[config.mk]
export PLATFORM = sky130hd
export DESIGN_NAME = hcbp_emit
export DESIGN_NICKNAME = d
export VERILOG_FILES = /design/src/hw/rtl/hcbp_pkg.sv /design/src/hw/rtl/hcbp_emit.sv
export SDC_FILE = /design/constraint.sdc
export NUM_CORES = 1
export LEC_CHECK = 0
export ABC_CLOCK_PERIOD_IN_PS = 3100
export BUFFER_PORTS_ARGS = -buffer_cell sky130_fd_sc_hd__clkbuf_2
export CAP_MARGIN = 5
export CORE_ASPECT_RATIO = 0.7
export CORE_MARGIN = 5
export CORE_UTILIZATION = 29
export DETAILED_ROUTE_END_ITERATION = 7
export GPL_TIMING_DRIVEN = 0
export PLACE_DENSITY = 0.56
export SETUP_SLACK_MARGIN = 0.3
export SLEW_MARGIN = 20
export SYNTH_ARGS = -nofsm -noshare
export SYNTH_HDL_FRONTEND = slang
export SYNTH_SLANG_ARGS = --single-unit
[constraint.sdc]
create_clock -name clk -period 3.1 [get_ports clk]
set_input_delay 0.31 -clock clk [delete_from_list [all_inputs] [get_ports clk]]
set_output_delay 0.31 -clock clk [all_outputs]
set_load 0.01 [all_outputs]
[src/hw/rtl/hcbp_pkg.sv]
`timescale 1ns / 1ps

package hcbp_pkg;

  localparam int SYMBOL_COUNT_DEF  = 256;
  localparam int MAX_CODE_BITS_DEF = 32;

  localparam int OP_W   = 2;
  localparam int SYM_W  = 8;
  localparam int WORD_W = 32;
  localparam int LEN_W  = 6;
  localparam int BYTE_W = 8;
  localparam int PEND_W = 7;

  localparam logic [OP_W-1:0] OP_LOAD   = 2'd0;
  localparam logic [OP_W-1:0] OP_ENCODE = 2'd1;
  localparam logic [OP_W-1:0] OP_FLUSH  = 2'd2;

  typedef struct packed {
    logic look;
    logic flush;
  } pack_ctrl_t;

endpackage

[src/hw/rtl/hcbp_emit.sv]
`timescale 1ns / 1ps

module hcbp_emit
  import hcbp_pkg::*;
#(
  parameter int MAX_CODE_BITS = MAX_CODE_BITS_DEF,
  localparam int CW   = MAX_CODE_BITS,
  localparam int AW   = CW + PEND_W,
  localparam int BW   = ((AW + 7) / 8) * 8,
  localparam int TW   = $clog2(BW + 1),
  localparam int KMAX = AW / 8,
  localparam int KW   = $clog2(KMAX + 1)
) (
  input  logic              clk,
  input  logic              rst,
  input  logic              load,
  input  logic [AW-1:0]     combined,
  input  logic [TW-1:0]     total,
  input  logic [KW-1:0]     bytes,
  output logic              can_load,
  output logic              out_valid,
  input  logic              out_stall,
  output logic [BYTE_W-1:0] packed_byte,
  output logic              last_of_run
);

  logic [BW-1:0] shreg;
  logic [KW-1:0] remaining;
  logic [TW-1:0] shamt;
  logic          take;

  assign out_valid   = (remaining != '0);
  assign last_of_run = (remaining == KW'(1));
  assign packed_byte = shreg[BW-1 -: BYTE_W];
  assign take        = out_valid && !out_stall;
  assign can_load    = !out_valid || (last_of_run && !out_stall);
  assign shamt       = TW'(BW) - total;

  always_ff @(posedge clk) begin
    if (rst) begin
      remaining <= '0;
    end else if (load) begin
      remaining <= bytes;
    end else if (take) begin
      remaining <= remaining - KW'(1);
    end
  end

  always_ff @(posedge clk) begin
    if (load) begin
      shreg <= BW'(combined) << shamt;
    end else if (take) begin
      shreg <= shreg << BYTE_W;
    end
  end

endmodule

# --- Word-level counts from Yosys, hierarchy flattened ---
# Cells that the tools add are included.
totals:
  ff_bits: 43
  in_bits: 52
  output_inout_bits: 11
  word_cells: 17
classes:
  n_addsub: 2
  eq_ne: 1
  n_shift: 1
  muxes: 4
  reduce_logical: 7
ops:
  columns: ["cell", "n"]
  rows:
  - ["$mux W40", 2]
  - ["$shl A39 B6 Y40", 1]
  - ["$mux W3", 2]
  - ["$sub A6 B6 Y6 const A", 1]
  - ["$eq A3 B1 Y1 const B", 1]
  - ["$reduce_bool A3 Y1", 1]
  - ["$sub A3 B1 Y3 const B", 1]
  - ["$logic_and A1 B1 Y1", 2]
  - ["$logic_not A1 Y1", 2]
  - ["$reduce_bool A2 Y1", 1]
  - ["$logic_or A1 B1 Y1", 1]

# --- Depth between registers and ports, before layout ---
logic_depth:
  depth_word: 4
  ltp_mapped: 13
  depth_no_buf: 8

# --- Least setup slack after synthesis ---
# OpenSTA, ideal clock, no wires.
synth_timing:
  path_type: "input port to flip-flop"
  start: "in total[0]"
  end: "reg shreg[36] (data pin)"
  setup_time_ns: 0.261
  t_arrival_ns: 2.840
  t_required_ns: 2.839
  slack_ns: 0.000
  cell_stages: 11
  path_buffers: 5
  cell_sequence: "inv_1 -> buf_2 -> clkbuf_1 -> ha_1 -> buf_2 -> buf_2 -> buf_2 -> mux4_2 -> a2111oi_0 -> a311oi_1 -> a221o_1"
synth_via:
  elab_chain_cells: 3
synth_rtl:
  columns: ["item", "line_no", "text"]
  rows:
  - ["start: declaration", "hcbp_emit.sv:18", "input logic [TW-1:0] total,"]
  - ["$sub A6 B6 Y6", "hcbp_emit.sv:37", "assign shamt = TW'(BW) - total;"]
  - ["$shl A39 B6 Y40", "hcbp_emit.sv:51", "shreg <= BW'(combined) << shamt;"]
  - ["$mux W40", "hcbp_emit.sv:50", "if (load) begin"]
  - ["end signal: assignment", "hcbp_emit.sv:51", null]
  - ["end signal: assignment", "hcbp_emit.sv:53", "shreg <= shreg << BYTE_W;"]
  - ["end: declaration", "hcbp_emit.sv:27", "logic [BW-1:0] shreg;"]
# No other way between the ends.
# A chain may end at the register's enable or synchronous reset.

# --- Worst setup path after layout ---
layout_timing:
  start: "in total[0]"
  end: "reg shreg[17] (data pin)"
# The elaborated chain is that of the path after synthesis.

==> summary.md <==
| Metric | Value |
|---|---|
| CP cell instances | clkbuf_16, clkinvlp_4, buf_8, clkbuf_16, ha_4, buf_12, buf_12, mux2_2, mux4_2, nor2_2, a21oi_1, a22oi_1, o21ai_1 |
| NumNets Final | 615 |
| Startpoint types | primary input |
| Max-Cap Viols | 0 |
| Vias in the first global route | ~4200 |
| Critical Setup Path Class | primary input to register |
| Primary FF master, synth | edfxtp_1 |
| Final Hold Viols | 0 |
| Syn_area_per_cell | 9.397 sq um |
| Leakage | 2.304 nW |
| Top cell type by total area after synthesis | edfxtp_1 |
| Slew @ Worst Pin | 1008 ps |
| Die Width | 156.6 microns |
| Levels on crit path | 13 |
| Critical R2R Launch | remaining[0] |
| Clock power frac | 27.2% |
| Proportion of synthesized chip area in sequential cells | 28.92% |
| Worst r2r path cells | 4 |
| Logic pwr share | a little over two fifths |
| Worst Setup End Kind | register |
| H-Tree Depth | 2 |
| First drt pass iteration count | 5 |
| Most frequent cell after synthesis | mux2i_1 |
| Initial Utilization | 29.62% |
| Clk buf depth | 2 |
| Clock Latency Late Sink | 300 ps |
| DR vias/cell | 5.730 |
| Fraction of layout cells with a size suffix above 1 | 39.11% |
| Num Clock Sinks | 43 |
| Final setup viols | 0 |
| Synthesized area | 4360 sq um |
| Seq pwr share | 29.1% |
| Num rows | 37 |
| Synth Instances | between 400 and 500 |
| Ports | between 60 and 70 |
| Yosys warns | 0 |
| Core area | 14720 sq um |
| Ys async rst share | 0% |
| Switching Fraction | approximately 34% |
| Min-Delay Path Class | primary input to register |
| Synth top area cells | edfxtp_1 28%, mux2i_1 13%, mux2_2 7.0%, mux4_2 5.2%, nand2_1 4.4% |
| Post-synthesis net count | 520 |
| RSZ-0062 raised after global routing | true |
| Flops & latches, synth | 43 |
| Post-synth cell types | 65 |
| Outcome | completed |
| CP startpoint | total[0] |
| Max IR drop VDD | 0.0002282 V |
| Placed cells | 720 |
| First-pass GRT wire length | 25070 microns |
| Total Power Consumption | 2.590 mW |
| Kind of cell adding the most delay to the critical path | multiplexers |
| P_sw | about 0.88 mW |
| Total grt overflow | 0 |
| Post-synth top cells | 56 x mux2i_1, 51 x nand2_1, 40 x edfxtp_1, 35 x nor2_1, 27 x mux2_2 |
| RD Place Congestion | ~0.94 |
| Area Growth Syn to Fin | 32.71% |
| GRT Overall Usage | 18.37% |
| Period utilisation layout | 89.73% |
| N_diodes | 0 |
| Number of synthesized flops with an enable pin | 40 |
| Worst Path Required | 3130 ps |
| I/O Buffers | 61 |
| Maximum clock frequency | 359.5 MHz |
| Largest net degree at the start of global routing | 41 |
| CTS tree | built |
| PwrDens | 447.5 nW/um^2 |
| Fill cells | 1495 |
| Minimum clock period | about 2800 ps |
| Post-Route WL | approximately 16000 microns |
| Initial antenna violation count | 0 |
| Finished Layout Cells | 755 |
| Highest cell delay on the worst timing path | just over 500 ps |
| Headroom to the max-slew limit | between 30% and 40% |
| R2R setup slack | 850 ps |
| Cts hold-fix bufs | 0 |
| CP max-delay cell | mux4_2 |
| # DRC | 0 |
| CP Max Fanout | 10 |
| Total number of vias | 4326 |
| Die area | approximately 18000 sq um |
| Buffer and inverter count on the worst path | 6 |
| Height of the chip | 112.6 microns |
| DP HPWL | 12560 microns |
| Wire length per cell | 21.70 microns |
| Worst Skew | roughly 13 ps |
| Final slew viol count | 0 |
| Internal power | 1.706 mW |
| CTS Buf Count | 5 |
| Worst reg2reg path endpoint | shreg[10] |
| Data arrival, critical path | 2810 ps |
| Critical Path End | shreg[17] |
| Top cell type's share of synthesized area | between 20% and 30% |
| Clock root buffer | clkbuf_16 |
| ANT nets after route | 0 |
| Initial drt markers | 515 |
| Clock slew at reported path FFs | around 70 ps |
## metal layers
metal | vias to the layer above | part of all wire, % | GRT usage [%]
met2 | 216 | 40 | 25.40
li1 | 1954 | - | -
met1 | 2149 | 49 | 28.95
met5 | - | 0 | 0
met4 | 0 | 0.34 | 2.139
met3 | 7 | 10 | 4.971
## stage by stage
stage	hold WS (ps)	setup TNS, ps	util [%]	instance area [sq um]	worst slack, ps
2_1_floorplan	379.1	0	-	4405	281.0
5_1_grt	232.7	0	39.31	5787	251.9
6_report	225.5	0	39.31	5787	318.5
3_5_place_dp	520.2	-13120	33.66	4955	-667.8
3_3_place_gp	510.2	-13250	33.66	4955	-653.7
4_1_cts	218.2	0	37.57	5530	276.4
## logic make-up after synthesis
family	Yosys count	synth area share, %
DFF	43	28.92
adders and majority gates	4	1.148
muxes	97	27.40
buffers and inverters	61	7.145
and+or+nand+nor	140	14.75
xor gates and xnor gates	6	1.808
AOI/OAI and AO/OA	113	18.82
## worst register-to-register path, cell delays in order (launching register included)
cell	delay [ps]
dfxtp_1	340
inv_1	80
ha_1	210
a21oi_1	370
or2_2	850
## how the worst min path moves through the flow
stage	end	cells past startpoint	slack, ps	startpoint
2_1_floorplan	remaining[0]	1	380	rst
3_3_place_gp	shreg[12]	1	510	shreg[4]
3_5_place_dp	shreg[31]	1	520	shreg[23]
4_1_cts	remaining[0]	2	220	rst
5_1_grt	remaining[0]	2	230	rst
6_report	remaining[0]	2	230	rst
## cell usage in the layout, fill, tap and decap left out, types with 7 or more instances in the layout
cell       Yosys  layout
clkbuf_16      0       7
a21oi_1       21      20
edfxtp_1      40      40
clkbuf_1      16      10
mux2i_2        0       8
buf_12         0       7
o21ai_0       24      20
mux2_4         0       9
mux4_2        10      13
o2bb2ai_1      9       9
clkbuf_2       0      66
inv_1         14      13
nand2_1       51      49
mux2_2        27      18
buf_4         11      31
o211ai_1       7       7
nor2_1        35      31
nand3_1       13      13
mux2i_1       56      42
nor3_1        10       9
## final cells by class
type | count | area, sq um | share of cell area (%)
buffer | 46 | 376.6 | 6.508
clock buffer | 5 | 125.1 | 2.162
clock inverter | 3 | 67.56 | 1.168
inverter | 15 | 60.06 | 1.038
multi-input combinational | 360 | 3055 | 52.80
sequential | 43 | 1261 | 21.79
tap | 195 | 244.0 | 4.216
timing repair buffer | 88 | 596.8 | 10.31
## power by group through the flow
stage / clock network, mW / logic [mW] / registers [mW]
floorplan: 0 / 0.625 / 0.757
global placement: 0 / 0.908 / 0.764
detailed placement: 0 / 0.909 / 0.766
CTS: 0.710 / 1.03 / 0.755
global route: 0.734 / 1.20 / 0.761
finish: 0.703 / 1.13 / 0.754
## registers in the layout, summed over array words and instances (netlist names)
name and cells:
shreg 40, remaining 3
## repair_timing
| action | in CTS | in global routing |
|---|---|---|
| endpoints found under the setup margin | 37 | 24 |
| pin swaps | 8 | 13 |
| cloned | 2 | 0 |
| resized for setup | 51 | 44 |
| buffers inserted | 10 | 15 |
No activity file was read; power rests on OpenSTA's default activity.
