--- src/hw/rtl/hcbp_pkg.sv ---
`timescale 1ns / 1ps

package hcbp_pkg;

  localparam int SYMBOL_COUNT_DEF  = 256;
  localparam int MAX_CODE_BITS_DEF = 32;

  localparam int OP_W   = 2;
  localparam int SYM_W  = 8;
  localparam int WORD_W = 32;
  localparam int LEN_W  = 6;
  localparam int BYTE_W = 8;
  localparam int PEND_W = 7;

  localparam logic [OP_W-1:0] OP_LOAD   = 2'd0;
  localparam logic [OP_W-1:0] OP_ENCODE = 2'd1;
  localparam logic [OP_W-1:0] OP_FLUSH  = 2'd2;

  typedef struct packed {
    logic look;
    logic flush;
  } pack_ctrl_t;

endpackage

--- src/hw/rtl/hcbp_pack.sv ---
`timescale 1ns / 1ps

module hcbp_pack
  import hcbp_pkg::*;
#(
  parameter int MAX_CODE_BITS = MAX_CODE_BITS_DEF,
  localparam int CW   = MAX_CODE_BITS,
  localparam int AW   = CW + PEND_W,
  localparam int BW   = ((AW + 7) / 8) * 8,
  localparam int TW   = $clog2(BW + 1),
  localparam int KMAX = AW / 8,
  localparam int KW   = $clog2(KMAX + 1)
) (
  input  logic             clk,
  input  logic             rst,
  input  pack_ctrl_t       ctrl,
  input  logic [CW-1:0]    entry_word,
  input  logic [LEN_W-1:0] entry_len,
  output logic             pending_empty,
  output logic [AW-1:0]    combined,
  output logic [TW-1:0]    total,
  output logic [KW-1:0]    bytes
);

  logic [PEND_W-1:0] pending;
  logic [2:0]        count;
  logic [AW-1:0]     combined_next;
  logic [TW-1:0]     total_next;
  logic [PEND_W-1:0] pending_next;

  assign pending_empty = (count == 3'd0);

  always_comb begin
    combined_next = ({{CW{1'b0}}, pending} << entry_len) | {{PEND_W{1'b0}}, entry_word};
    total_next    = TW'(count) + TW'(entry_len);
    pending_next  = combined_next[PEND_W-1:0] & ~({PEND_W{1'b1}} << total_next[2:0]);
  end

  always_ff @(posedge clk) begin
    if (rst) begin
      pending <= '0;
      count   <= '0;
    end else if (ctrl.look) begin
      pending <= pending_next;
      count   <= total_next[2:0];
    end else if (ctrl.flush) begin
      pending <= '0;
      count   <= '0;
    end
  end

  always_ff @(posedge clk) begin
    if (ctrl.look) begin
      combined <= combined_next;
      total    <= total_next;
      bytes    <= KW'(total_next >> 3);
    end else if (ctrl.flush) begin
      combined <= {{CW{1'b0}}, pending};
      total    <= TW'(count);
      bytes    <= KW'(1);
    end
  end

endmodule

--- config.mk ---
export PLATFORM = sky130hd
export DESIGN_NAME = hcbp_pack
export DESIGN_NICKNAME = d
export VERILOG_FILES = /design/src/hw/rtl/hcbp_pkg.sv /design/src/hw/rtl/hcbp_pack.sv
export SDC_FILE = /design/constraint.sdc
export NUM_CORES = 1
export LEC_CHECK = 0
export ABC_AREA = 1
export BUFFER_PORTS_ARGS = -buffer_cell sky130_fd_sc_hd__buf_4
export CAP_MARGIN = 40
export CORE_MARGIN = 4
export CORE_UTILIZATION = 56
export DETAILED_ROUTE_END_ITERATION = 10
export GPL_TIMING_DRIVEN = 0
export MAX_ROUTING_LAYER = met4
export PLACE_DENSITY = 0.85
export RECOVER_POWER = 25
export SETUP_SLACK_MARGIN = 0.3
export SLEW_MARGIN = 5
export SYNTH_ARGS = -nofsm -noshare
export SYNTH_HDL_FRONTEND = slang
export SYNTH_SLANG_ARGS = --single-unit
--- constraint.sdc ---
create_clock -name clk -period 3.7 [get_ports clk]
set_input_delay 0.37 -clock clk [delete_from_list [all_inputs] [get_ports clk]]
set_output_delay 0.37 -clock clk [all_outputs]
set_load 0.01 [all_outputs]
-- After elaboration in Yosys (flattened, before gate mapping)
Cells that the tools add are included.
- bits in registers: 58
- input bits: 42
- output and inout port bits: 49
- word-level logic and storage cells: 23
- add/subtract/negate cells: 1
- shifts and indexed selects: 2
- multiplexer cells: 10
- bitwise gates (word level): 3
- reduce and logical (&&, ||, !) cells: 2
- operator list (kind ; count):
    39-bit 2-to-1 mux ; 2
    39-bit by 32-bit bitwise OR with 39-bit output ; 1
    7-bit by 6-bit << shifter with 39-bit output ; 1
    7-bit 2-to-1 mux ; 2
    3-bit 2-to-1 mux ; 4
    6-bit 2-to-1 mux ; 2
    7-bit AND ; 1
    7-bit inverter ; 1
    7-bit by 3-bit << shifter with 7-bit output, first input constant ; 1
    3-bit by 6-bit adder with 6-bit output ; 1
    3-bit zero test ; 1
    2-bit nonzero test ; 1

-- Longest topological paths before layout
- depth in word-level cells: 5
- mapped depth: 12
- depth with buffers taken out: 11

-- Worst setup path before layout
OpenSTA, ideal clock, no wires.
- kind: input-to-reg
- start point: in ctrl[1] in the netlist's numbering
- end point: reg bytes[0], enable pin
- setup time: 400 ps
- arrival time: 1642 ps
- required time: 3300 ps
- slack: 1658 ps
- cell stages on the path: 4
- path buffers: 2
- path through: buf_2 nor2_1 buf_2 inv_1
- longest elaborated chain between the ends: 1
- RTL lines (what ; RTL line ; text):
    start: declaration ; hcbp_pack.sv:16 ; input pack_ctrl_t ctrl,
    2-bit nonzero test (no source line) ; n/a ;
    end signal: assignment ; hcbp_pack.sv:56 ; bytes <= KW'(total_next >> 3);
    end: declaration ; hcbp_pack.sv:22 ; output logic [KW-1:0] bytes
No other way between the ends.
A chain may end at the register's enable or synchronous reset.

-- Final worst setup path
- start point: reg count[0]
- end point: reg pending[6]
- longest elaborated chain between the ends: 5
- RTL lines (what ; RTL line ; text):
    start: declaration ; hcbp_pack.sv:26 ; logic [2:0] count;
    start signal: assignment ; hcbp_pack.sv:45 ; count <= total_next[2:0];
    3-bit by 6-bit adder with 6-bit output ; hcbp_pack.sv:35 ; total_next = TW'(count) + TW'(entry_len);
    7-bit by 3-bit << shifter with 7-bit output ; hcbp_pack.sv:36 ; pending_next = combined_next[PEND_W-1:0] & ~({PEND_W{1'b1}} << total_next[2:0]);
    7-bit inverter ; hcbp_pack.sv:36 ;
    7-bit AND ; hcbp_pack.sv:36 ;
    7-bit 2-to-1 mux ; hcbp_pack.sv:43 ; end else if (ctrl.look) begin
    end signal: assignment ; hcbp_pack.sv:44 ; pending <= pending_next;
    end: declaration ; hcbp_pack.sv:25 ; logic [PEND_W-1:0] pending;
No other way between the ends.

==> impl_metrics.json <==
{
  "grt_overflow": 0,
  "p_sw_share_pct": 28.4,
  "cts_resized": 0,
  "hpwlAfterDp_um": 6470,
  "maxCapViolCount": 0,
  "path_buf_inv": 1,
  "drive_gt1_share_pct": 23.5,
  "netlist-cell-type-count": 32,
  "fmax_ghz": 0.539,
  "critPathMostFrequentCell": "nand2_1",
  "dieArea_um2": 6930,
  "post-synth-top-area-fraction_pct": 43.6,
  "drc": 0,
  "seqPwrFrac_pct": 53.9,
  "cp-start-kind": "register",
  "rr_worst_depth": 9,
  "ant_nets": 0,
  "synth_top_cells_by_area": "edfxtp_1 44%, nand2_1 11%, a21oi_1 7.1%",
  "max_stage_delay_ns": 0.39,
  "numCtsBuffers": 5,
  "setup.worst_path.class": "register to register",
  "power.total_uw": 1400,
  "pwr-share-comb_pct": 20.9,
  "design.core.area_um2": 5510,
  "cp.depth": 9,
  "rsz0062_at_grt": "no",
  "via_per_inst": 5.38,
  "drt_pass1_iterations": 5,
  "synth_fp_nets": 422,
  "power_switching_uw": 398,
  "clkPwrFrac_pct": 25.2,
  "p_int_uw": 1000,
  "crit_start": "count[0]$_SDFFE_PP0P_",
  "clock_skew_ns": 0.0150,
  "synth_edf_count": 46,
  "async_reset_ff_share_pct": 0,
  "hp-start": "ctrl[0]",
  "syn_to_final_growth_pct": 23.2,
  "io_pins": 91,
  "critPathArrivalTime_ns": 2.09,
  "wl_per_cell_um": 15.1,
  "holdPathStages": 4,
  "path_max_fanout": 7,
  "n_antenna_cell": 0,
  "vias": 2926,
  "cts_max_path_buffers": 2,
  "grt_usage_pct": 24.4,
  "min_path_type": "input pin to register",
  "cts_tree": "done",
  "r2r-start": "count[0]$_SDFFE_PP0P_",
  "setup_ws_ns": 1.85,
  "tightest_slew_ns": 0.553,
  "path_clk_slew_ns": 0.11,
  "fin_util_pct": 70.9,
  "synth_cells": 376,
  "port_buffers": 87,
  "clock_latency_ns": 0.31,
  "syn_area_per_cell_um2": 8.43,
  "postCtsSetupRepairBufs": 0,
  "dp_slack_ns": 1.72,
  "wl_um": 8210,
  "die_h_um": 83.2,
  "crit_family": "simple AND/OR/NAND/NOR gates",
  "peakVddDrop_mv": 0.201,
  "final.setup.tns_ns": 0,
  "seq_area_frac_synth_pct": 49.9,
  "nNetsFinal": 517,
  "setup_viol": 0,
  "yosys_register_bits": 56,
  "drtIter0Drc": 226,
  "final_hold_viol_count": 0,
  "crit_path_end_kind": "register",
  "cts_root_buf": "clkbuf_8",
  "gp_congestion": 0.898,
  "yosysWarnings": 0,
  "fp-row-count": 27,
  "grt_pass1_vias": 2758,
  "grt_max_degree": 28,
  "min_period_ns": 1.85,
  "grt_pass1_wl_um": 13400,
  "drv_slew": 0,
  "yosysMostFrequentCell": "nand2_1",
  "p_leak_uw": 0.00173,
  "ys_top_cells_by_count": "93 x nand2_1, 46 x edfxtp_1, 45 x a21oi_1",
  "netlist_area_um2": 3170,
  "start_util_pct": 57.6,
  "postCtsHoldBufs": 0,
  "synth_top_area_cell": "edfxtp_1",
  "required_ns": 3.94,
  "ys.flop_type": "edfxtp_1",
  "die_w_um": 83.2,
  "antenna_found_initial": 0,
  "p_per_area_nw_per_um2": 359,
  "crit_path_top_delay_cell": "fa_1",
  "nFillCells": 474,
  "cts_max_level": 2,
  "clock-sinks": 56,
  "hold_slack_ns": 0.328,
  "path_cells": "ha_1 > fa_1 > nand2_1 > inv_1 > nor2_1 > nand2_1 > nor2_1 > nand2_1 > a21oi_1",
  "max_slew_margin_pct": 63.2,
  "finalCritPeriodShare_pct": 50.1,
  "outcome": "complete, no violations"
}
metal layers:
layer / part of all wire, % / vias to the layer above / GRT usage (%) / routed length [um]
met2: 50 / 107 / 40.4 / 4100
met5: 0 / - / - / 0
li1: - / 1441 / - / -
met1: 42 / 1364 / 30.9 / 3440
met4: 1.7 / 0 / 6.09 / 137
met3: 6.5 / 14 / 4.96 / 531
final timing paths:
kind	end	slack (ns)
hold / removal	pending[0]$_SDFFE_PP0P_	0.33
hold reg to reg	pending[5]$_SDFFE_PP0P_	0.51
setup / recovery	pending[6]$_SDFFE_PP0P_	1.85
setup reg to reg	pending[6]$_SDFFE_PP0P_	1.85
worst register-to-register path, cell delays in order (launching register included):
cell and delay [ns]:
dfxtp_1 0.35, ha_1 0.22, fa_1 0.39, nand2_1 0.07
inv_1 0.05, nor2_1 0.12, nand2_1 0.20, nor2_1 0.18
nand2_1 0.07, a21oi_1 0.12
placed cells by master (no fill, tap or decap):
master    instances
buf_2            11
edfxtp_1         46
buf_1             2
inv_8             1
fa_1              1
inv_4             1
inv_1            39
nand3_2           2
nor3_1            4
inv_6             1
clkinv_2          1
nand2_1          93
o21ai_2           2
nand2_2           9
nor2_2            1
buf_16            1
nor2_4            6
nand4_1           3
buf_4            56
a31oi_1           8
clkbuf_1         37
o21ai_0           6
nand3_1          39
nand2_4           1
a21oi_1          45
clkbuf_8          6
o21a_1            2
inv_2             5
nand4_2           1
dfxtp_1          10
o21bai_2          1
nor2_1           21
ha_1              3
a21oi_2           3
buf_6             2
o211ai_1          2
state kept, by name (all words and copies together) (netlist names):
| name | count |
|---|---|
| total | 5 |
| count | 3 |
| combined | 39 |
| bytes | 2 |
| pending | 7 |
power by group through the flow:
stage	clock network [uW]	registers, uW	logic [uW]
global placement	0	771	307
detailed placement	0	771	316
CTS	355	757	317
floorplan	0	793	146
finish	353	756	293
global route	388	761	322
final cells by class:
type | instances | area, um^2 | area share, %
sequential | 56 | 1580 | 40.5
tap | 72 | 90.1 | 2.31
inverter | 46 | 183 | 4.68
buffer | 21 | 123 | 3.14
multi-input combinational | 253 | 1280 | 32.9
clock inverter | 2 | 13.8 | 0.352
clock buffer | 6 | 82.6 | 2.11
timing repair buffer | 88 | 549 | 14.1
cell families (layout without fill, tap and decap cells):
logic type                 count (synthesis)  count (layout)  synth area share, %
and+or+nand+nor                          180             180                 26.4
AOI/OAI and AO/OA                         69              69                 12.3
buffers and inverters                     67             163                 9.63
DFF                                       56              56                 49.9
adders and majority gates                  4               4                 1.82
stage by stage:
stage / instance area [um^2] / std cells
after floorplan: 3170 / 376
after global placement: 3910 / 535
after detailed placement: 3940 / 536
after CTS: 4040 / 544
after global routing: 3910 / 544
final: 3910 / 544
No activity file was read; power rests on OpenSTA's default activity.
